==> config.mk <==
export PLATFORM = sky130hd
export DESIGN_NAME = gear_selector_with_boost_timeout
export DESIGN_NICKNAME = d
export VERILOG_FILES = /design/src/rtl/core/gsbt_pkg.sv /design/src/rtl/core/gear_selector_with_boost_timeout.sv
export SDC_FILE = /design/constraint.sdc
export NUM_CORES = 1
export LEC_CHECK = 0
export ABC_AREA = 1
export BUFFER_PORTS_ARGS = -buffer_cell sky130_fd_sc_hd__buf_2
export CAP_MARGIN = 10
export CORE_UTILIZATION = 30
export CTS_CLUSTER_SIZE = 12
export DETAILED_ROUTE_END_ITERATION = 16
export PLACE_DENSITY = 0.44
export RECOVER_POWER = 50
export SYNTH_ARGS = -nofsm -noshare
export SYNTH_HDL_FRONTEND = slang
export SYNTH_SLANG_ARGS = --single-unit
==> constraint.sdc <==
create_clock -name clk_i -period 5.3 [get_ports clk_i]
set_clock_uncertainty 0.2 [all_clocks]
set_input_delay 1.06 -clock clk_i [delete_from_list [all_inputs] [get_ports clk_i]]
set_output_delay 1.06 -clock clk_i [all_outputs]
set_load 0.02 [all_outputs]
==> src/rtl/core/gsbt_pkg.sv <==
// Package with the word types, codes and reset values of the gear selector.
`timescale 1ns / 1ps
`default_nettype none

package gsbt_pkg;

  localparam int unsigned TimerBitsDefault = 16;

  // Gear codes.
  localparam logic [2:0] GearPark   = 3'd0;
  localparam logic [2:0] GearRev    = 3'd1;
  localparam logic [2:0] GearFirst  = 3'd2;
  localparam logic [2:0] GearSecond = 3'd3;
  localparam logic [2:0] GearThird  = 3'd4;
  localparam logic [2:0] GearEco    = 3'd5;
  localparam logic [2:0] GearBoost  = 3'd6;
  localparam logic [2:0] GearNone   = 3'd7;

  // Command codes.
  localparam logic [1:0] FuncTick  = 2'd0;
  localparam logic [1:0] FuncUp    = 2'd1;
  localparam logic [1:0] FuncDown  = 2'd2;
  localparam logic [1:0] FuncSet   = 2'd3;

  // Refusal codes.
  localparam logic [2:0] RefNone     = 3'd0;
  localparam logic [2:0] RefCooldown = 3'd1;
  localparam logic [2:0] RefVoltage  = 3'd2;
  localparam logic [2:0] RefCurrent  = 3'd3;
  localparam logic [2:0] RefAtEnd    = 3'd4;

  // Configuration register indexes.
  localparam logic [2:0] CfgCooldown  = 3'd0;
  localparam logic [2:0] CfgBoostTmo  = 3'd1;
  localparam logic [2:0] CfgMinVolt   = 3'd2;
  localparam logic [2:0] CfgMaxCurr   = 3'd3;
  localparam logic [2:0] CfgCheckEn   = 3'd4;

  // Configuration reset values.
  localparam logic [15:0]        CooldownRst = 16'd500;
  localparam logic [15:0]        BoostTmoRst = 16'd10000;
  localparam logic [14:0]        MinVoltRst  = 15'd5800;
  localparam logic signed [15:0] MaxCurrRst  = 16'sd1800;

  typedef struct packed {
    logic [1:0]         func;
    logic [2:0]         target_gear;
    logic [14:0]        battery_voltage_cv;
    logic signed [15:0] battery_current_ca;
  } in_word_t;

  typedef struct packed {
    logic [2:0]  gear;
    logic        changed;
    logic [2:0]  refusal;
    logic [15:0] boost_left_ms;
  } out_word_t;

endpackage

`default_nettype wire

==> src/rtl/core/gear_selector_with_boost_timeout.sv <==
// Gear selector with shift cooldown, boost power checks and boost timeout.
//
//   channel   signals                                 moves
//   in        in_valid_i / in_ready_o / in_word_i     one command or tick word
//   out       out_valid_o / out_ready_i / out_word_o  one status word per input
//   cfg       cfg_we_i / cfg_idx_i / cfg_data_i       register write, no wait
//
// Each accepted word updates the gear state in the cycle it is accepted and its
// status word is registered; one word per cycle flows while output is read.
// A result register plus a skid register let input be taken while a status
// word waits; input stalls only when both hold unread words.
// Reset puts the gear in park, clears both timers and loads the register
// defaults.
`timescale 1ns / 1ps
`default_nettype none

module gear_selector_with_boost_timeout
  import gsbt_pkg::*;
#(
  parameter int unsigned TIMER_BITS = TimerBitsDefault
) (
  input  wire logic      clk_i,
  input  wire logic      rst_ni,
  input  wire logic      in_valid_i,
  output logic           in_ready_o,
  input  wire in_word_t  in_word_i,
  output logic           out_valid_o,
  input  wire logic      out_ready_i,
  output out_word_t      out_word_o,
  input  wire logic      cfg_we_i,
  input  wire logic [2:0]  cfg_idx_i,
  input  wire logic [15:0] cfg_data_i
);

  // Comparisons run wide enough for both the timers and the 16 bit registers.
  localparam int unsigned CmpW = (TIMER_BITS > 16) ? TIMER_BITS : 16;

  logic [15:0]        cooldown_q;
  logic [15:0]        boost_tmo_q;
  logic [14:0]        min_volt_q;
  logic signed [15:0] max_curr_q;
  logic               check_en_q;

  logic [2:0]            gear_q, gear_d;
  logic [TIMER_BITS-1:0] since_q, since_d;
  logic [TIMER_BITS-1:0] elapsed_q, elapsed_d;

  out_word_t out_q, out_d, skid_q;
  logic      out_vld_q, skid_vld_q;

  logic push, pop;

  always_ff @(posedge clk_i or negedge rst_ni) begin
    if (!rst_ni) begin
      cooldown_q  <= CooldownRst;
      boost_tmo_q <= BoostTmoRst;
      min_volt_q  <= MinVoltRst;
      max_curr_q  <= MaxCurrRst;
      check_en_q  <= 1'b1;
    end else if (cfg_we_i) begin
      case (cfg_idx_i)
        CfgCooldown: cooldown_q  <= cfg_data_i;
        CfgBoostTmo: boost_tmo_q <= cfg_data_i;
        CfgMinVolt:  min_volt_q  <= cfg_data_i[14:0];
        CfgMaxCurr:  max_curr_q  <= cfg_data_i;
        CfgCheckEn:  check_en_q  <= cfg_data_i[0];
        default: ;
      endcase
    end
  end

  // Gear state update for the word being accepted.
  logic [TIMER_BITS-1:0] since_inc, elapsed_inc;
  logic [2:0]            next_gear;
  logic                  at_end;
  logic [2:0]            refusal;
  logic                  changed;
  logic [CmpW-1:0]       tmo_ext, el_ext;

  assign since_inc   = (&since_q) ? since_q : since_q + 1'b1;
  assign elapsed_inc = (&elapsed_q) ? elapsed_q : elapsed_q + 1'b1;
  assign tmo_ext     = CmpW'(boost_tmo_q);

  always_comb begin
    next_gear = GearNone;
    at_end    = 1'b0;
    case (in_word_i.func)
      FuncUp: begin
        case (gear_q)
          GearPark:   next_gear = GearFirst;
          GearRev:    next_gear = GearPark;
          GearFirst:  next_gear = GearSecond;
          GearSecond: next_gear = GearThird;
          GearThird:  next_gear = GearBoost;
          GearEco:    next_gear = GearFirst;
          default:    at_end = 1'b1;
        endcase
      end
      FuncDown: begin
        case (gear_q)
          GearPark:   next_gear = GearRev;
          GearFirst:  next_gear = GearEco;
          GearSecond: next_gear = GearFirst;
          GearThird:  next_gear = GearSecond;
          GearEco:    next_gear = GearPark;
          GearBoost:  next_gear = GearThird;
          default:    at_end = 1'b1;
        endcase
      end
      FuncSet: next_gear = in_word_i.target_gear;
      default: ;
    endcase
  end

  always_comb begin
    gear_d    = gear_q;
    since_d   = since_q;
    elapsed_d = elapsed_q;
    refusal   = RefNone;
    changed   = 1'b0;
    if (in_word_i.func == FuncTick) begin
      since_d = since_inc;
      if (gear_q == GearBoost) begin
        elapsed_d = elapsed_inc;
        // Boost has run out: drop to third without a cooldown check.
        if (CmpW'(elapsed_inc) > tmo_ext) begin
          gear_d  = GearThird;
          since_d = '0;
          changed = 1'b1;
        end
      end
    end else if (at_end) begin
      refusal = RefAtEnd;
    end else if (next_gear != GearNone) begin
      if (CmpW'(since_q) < CmpW'(cooldown_q)) begin
        refusal = RefCooldown;
      end else if (next_gear == GearBoost && check_en_q &&
                   in_word_i.battery_voltage_cv < min_volt_q) begin
        refusal = RefVoltage;
      end else if (next_gear == GearBoost && check_en_q &&
                   in_word_i.battery_current_ca > max_curr_q) begin
        refusal = RefCurrent;
      end else begin
        gear_d  = next_gear;
        since_d = '0;
        changed = 1'b1;
        if (next_gear == GearBoost) begin
          elapsed_d = '0;
        end
      end
    end
  end

  assign el_ext = CmpW'(elapsed_d);

  always_comb begin
    out_d.gear          = gear_d;
    out_d.changed       = changed;
    out_d.refusal       = refusal;
    out_d.boost_left_ms = '0;
    if (gear_d == GearBoost && el_ext < tmo_ext) begin
      out_d.boost_left_ms = 16'(tmo_ext - el_ext);
    end
  end

  // Output register with a skid register behind it.
  assign in_ready_o  = !skid_vld_q;
  assign push        = in_valid_i && in_ready_o;
  assign pop         = out_vld_q && out_ready_i;
  assign out_valid_o = out_vld_q;
  assign out_word_o  = out_q;

  always_ff @(posedge clk_i or negedge rst_ni) begin
    if (!rst_ni) begin
      gear_q     <= GearPark;
      since_q    <= '0;
      elapsed_q  <= '0;
      out_vld_q  <= 1'b0;
      skid_vld_q <= 1'b0;
    end else begin
      if (push) begin
        gear_q    <= gear_d;
        since_q   <= since_d;
        elapsed_q <= elapsed_d;
      end
      if (!out_vld_q || pop) begin
        if (skid_vld_q) begin
          out_vld_q  <= 1'b1;
          skid_vld_q <= 1'b0;
        end else begin
          out_vld_q <= push;
        end
      end else if (push) begin
        skid_vld_q <= 1'b1;
      end
    end
  end

  always_ff @(posedge clk_i) begin
    if (!out_vld_q || pop) begin
      if (skid_vld_q) begin
        out_q <= skid_q;
      end else if (push) begin
        out_q <= out_d;
      end
    end else if (push) begin
      skid_q <= out_d;
    end
  end

endmodule

`default_nettype wire
## Word-level counts from Yosys, hierarchy flattened

Cells that the tools add are included.

- Order comparisons: 5
- Bitwise logic cells: 1
- Divide/modulo/power cells: 0
- Reduce and logical (&&, ||, !) cells: 28
- Equal/unequal tests: 20
- Shift operators: 0
- Multiply operators: 0
- Add/sub/neg operators: 3
- Muxes and demuxes: 52

Operators with widths:

| cell | number |
|---|---|
| two-way mux 16 bit | 19 |
| two-way mux 23 bit | 2 |
| adder 16 x 1 -> 16 bit, second input constant | 2 |
| greater-than comparator 16 bit | 2 |
| < comparator 16 bit | 2 |
| AND reduction 16 bit | 2 |
| two-way mux 3 bit | 10 |
| == test 3 bit, second input constant | 6 |
| case mux 3 bit (6 select lines) | 1 |
| subtractor 16 bit | 1 |
| < comparator 15 bit | 1 |
| case mux 3 bit (5 select lines) | 1 |
| AND reduction 2 bit | 7 |
| two-way mux 1 bit | 13 |
| == test 3 x 2 -> 1 bit, second input constant | 4 |
| OR reduction 6 bit | 2 |
| case mux 3 bit (3 select lines) | 1 |
| two-way mux 2 bit | 4 |
| == test 3 x 1 -> 1 bit, second input constant | 2 |
| logical AND 1 bit | 6 |
| zero test 3 bit | 2 |
| inequality test 2 bit, second input constant | 3 |
| AND reduction 6 bit | 1 |
| nonzero test 2 bit | 3 |
| other kinds (10) | 12 |

- Memory bits (read-only): 0
- Logic and storage cells: 127
- Latch bits: 0
- RAM bits: 0
- Memories kept: 0
- Output and inout port bits: 25
- Bits in registers: 147
- Input bits: 60

## Depth between registers and ports, before layout

- Word-level depth: 18
- Mapped depth: 33
- Depth with buffers taken out: 32

## Worst setup path after synthesis

OpenSTA, ideal clock, no wires.

- Path type: input to register
- Start point: input in_word_i[34] (netlist name)
- End point: register skid_q[12] (netlist name) (data pin)
- Data arrival time: 4.368 ns
- Path buffers: 2
- Required time: 4.966 ns
- Library setup time: 0.134 ns
- Setup slack: 0.598 ns
- Stages on the path: 29
- Cells stage by stage: inv_1 -> ha_1 -> buf_2 -> inv_1 -> nand2_1 -> a21oi_2 -> nand2_4 -> nand2_2 -> nor2_1 -> a21oi_4 -> nand3_4 -> nor2_1 -> inv_1 -> nand2_1 -> a21oi_1 -> ha_1 -> inv_1 -> fa_1 -> inv_1 -> o21ai_0 -> nand2_1 -> nand2_1 -> nand2_1 -> a32oi_1 -> nand3_2 -> nor2_8 -> nand2_4 -> buf_12 -> nor2_4

RTL lines:

| element | line | text |
|---|---|---|
| from (decl) | gear_selector_with_boost_timeout.sv:26 | `input wire in_word_t in_word_i,` |
| to (signal assigned) | gear_selector_with_boost_timeout.sv:207 | `skid_q <= out_d;` |
| to (decl) | gear_selector_with_boost_timeout.sv:48 | `out_word_t out_q, out_d, skid_q;` |

==> run metrics <==
CP max stage cell=nor4_1; CTS tree=built; Max IR drop VDD=226 uV; Power Dens Cells=451 nW/um2; setup TNS=0 ps; final setup violation count=0; critical path's most frequent cell=nand2_1; Final Hold Fails=0; Yosys cell types=51; GP Congestion=0.844; final core utilization=36.3%; critical path peak fanout=10; chip height=182 um; slew margin rel.=-31.7%; DRT Wirelength=27,300 um; design area=11,500 um2; Largest stage delay, worst path=430 ps; fin nets=1,500; Mapped Nets=1,368; Worst setup EP type=flip-flop; most common cell in the netlist=nand2_1; top post-synthesis cells by area=dfrtp_1, edfxtp_1, nand2_1; critical-path cell list=ha_1, nand2_1, inv_1, nand2_1, nor2_1, nand4_1, nor2_2, nor2_1, nand2_1, xor2_1, inv_1, ha_1, nand2_1, nor4_1, o21ai_0, o311ai_0, nand3_1, nand3_1, nand2_2, nand2_4, buf_12, nor2_1; Clock power frac=23.8%; post-route setup slack=569 ps; CTS Sinks=147; sw power=0.00212 W; starting density of the core=30.6%; total grt overflow=0; crit path DAT=4710 ps; Sw Ratio=41.1%; placed cell areas=10,900 um2; Worst Max-Slew Pin Slew=1970 ps; Layout fillers=3,340; n_diodes=0; Hold Crit Class=reg -> reg; clock period minus worst slack=4730 ps; drt first pass iters=5; Setup Fix Bufs, Post-CTS=0; first-pass GRT wire length=43,300 um; f_max=211 MHz; WS Path Type=reg -> reg; post-synth top area share=20.4%; max-cap viol count=2; Initial DRC Count=498; Skew-Pair Late Insertion Delay=440 ps; register share of total power=31.0%; largest area contributor in the netlist=dfrtp_1; die footprint=33,000 um2; share of cells above drive strength 1=15.9%; total CTS buffers=17; asr flop ratio synth=68.7%; combinational share of power=45.2%; RSZ-0062 raised after global routing=no; Ports=85; Post-Synthesis Cells=1,223; GRT Total Usage=17.2%; largest net degree at the start of global routing=73; top_reg_cell synth=dfrtp_1; Pint=0.00305 W; Die W=182 um; mean post-synth cell area=7.92 um2; # DRC=0; CP required=5280 ps; sequential area share after synthesis=40.7%; Synth Warn #=0; initial antenna violation count=2; Resize count post-CTS=0; post-synthesis register bit count=147; mapped cell area=9680 um2; Max Slew Vio Count=104; Buffers on Ports=84; number of synthesized flops with an enable pin=46; clock buffer depth=2; row cnt=65; detailed placer's ending HPWL=21,200 um; Layout area overhead=18.5%; top cells by count, synth=nand2_1, inv_1, o21ai_0, ha_1, dfrtp_1; total power draw=0.00517 W; Vias=8,203; drt via density=4.63; failing checks=max-capacitance violations, max-slew violations; vias in the first global route=7,868; CTS clock-pin slew for the worst setup and hold paths=70 ps; Startpoint Class=flip-flop; Placeable Area=31,600 um2; period utilisation layout=89.3%; outcome=finished with violations; cts hold-fix bufs=0; Static Leak=5.45 nW; clk root buf=clkbuf_16; CTS HTree Levels=4; Antenna Nets Post-Route=0; post-DR wirelength/cell=15.4 um; pre-CTS WS=179 ps
metal layers:
layer,track usage (%),routed length (um),share of wire [%]
met2,30.5,13600,50
met4,4.31,337,1.2
met5,0,0,0
met3,2.63,687,2.5
met1,21.7,12700,46
power by group through the flow:
stage	logic [W]	registers, W	clock network (W)
4_1_cts	0.00237	0.00161	0.00127
3_5_place_dp	0.00236	0.00163	0
2_1_floorplan	0.00150	0.00159	0
5_1_grt	0.00265	0.00163	0.00131
3_3_place_gp	0.00236	0.00163	0
6_report	0.00234	0.00161	0.00123
worst paths after layout:
path | slack [ps] | from | to | cells past startpoint
max | 570 | elapsed_q[1] | skid_q[15] | 22
min | 290 | cooldown_q[14] | cooldown_q[14] | 2
max reg2reg | 570 | elapsed_q[1] | skid_q[15] | 22
min reg2reg | 290 | cooldown_q[14] | cooldown_q[14] | 2
max in group asynchronous | 1510 | rst_ni | since_q[3] | 2
min in group asynchronous | 960 | rst_ni | elapsed_q[5] | 1
registers in the layout, indices dropped and copies added, names as in the netlist, 15 cells and up:
register	count
boost_tmo_q	16
cooldown_q	16
elapsed_q	16
max_curr_q	16
min_volt_q	15
out_word_o	23
since_q	16
skid_q	23
critical path, delay by kind of cell, from the launching register on:
family	cells	cell delay, ps
AO/OA/AOI/OAI	2	500
XOR/XNOR	1	160
adder cells (fa/ha/maj)	2	470
buffers and inverters	3	370
flip-flops	1	390
AND/OR/NAND/NOR	14	2390
cells in the final DEF, fill, tap and decap left out, types with 11 or more instances in the layout:
cell type / synthesis / routed
nor2_1: 63 / 61
o21ai_0: 132 / 132
edfxtp_1: 46 / 46
inv_1: 194 / 194
buf_2: 3 / 56
nand4_1: 28 / 28
nor2_4: 11 / 11
clkbuf_16: 0 / 18
nand2_1: 297 / 297
dfstp_2: 22 / 22
xor2_1: 19 / 19
nor3_1: 24 / 24
ha_1: 84 / 84
dfrtp_1: 79 / 79
nand3_1: 33 / 33
a21oi_1: 78 / 78
buf_4: 2 / 59
clkbuf_1: 22 / 29
layout make-up:
cell class                      instances  area, um2  share of cell area, %
Timing Repair Buffer                  146        857                   7.47
Multi-Input combinational cell        843       4830                   42.1
Clock buffer                           18        450                   3.93
Sequential cell                       147       3940                   34.3
Tap cell                              402        503                   4.38
Clock inverter                         14        140                   1.22
Inverter                              200        751                   6.54
logic make-up after synthesis:
kind of cell / after synthesis / synth area share (%)
adders and majority gates: 85 / 11.1
AOI/OAI and AO/OA: 249 / 14.0
buffers and inverters: 233 / 9.47
xor gates and xnor gates: 20 / 1.81
DFF: 147 / 40.7
and+or+nand+nor: 489 / 23.0
stage by stage:
stage | hold slack, ps | cells
final | 288 | 1770
after global routing | 297 | 1770
after CTS | 291 | 1770
after detailed placement | 274 | 1738
after global placement | 268 | 1738
after floorplan | 253 | 1223
Power figures use the tool's default switching activity.
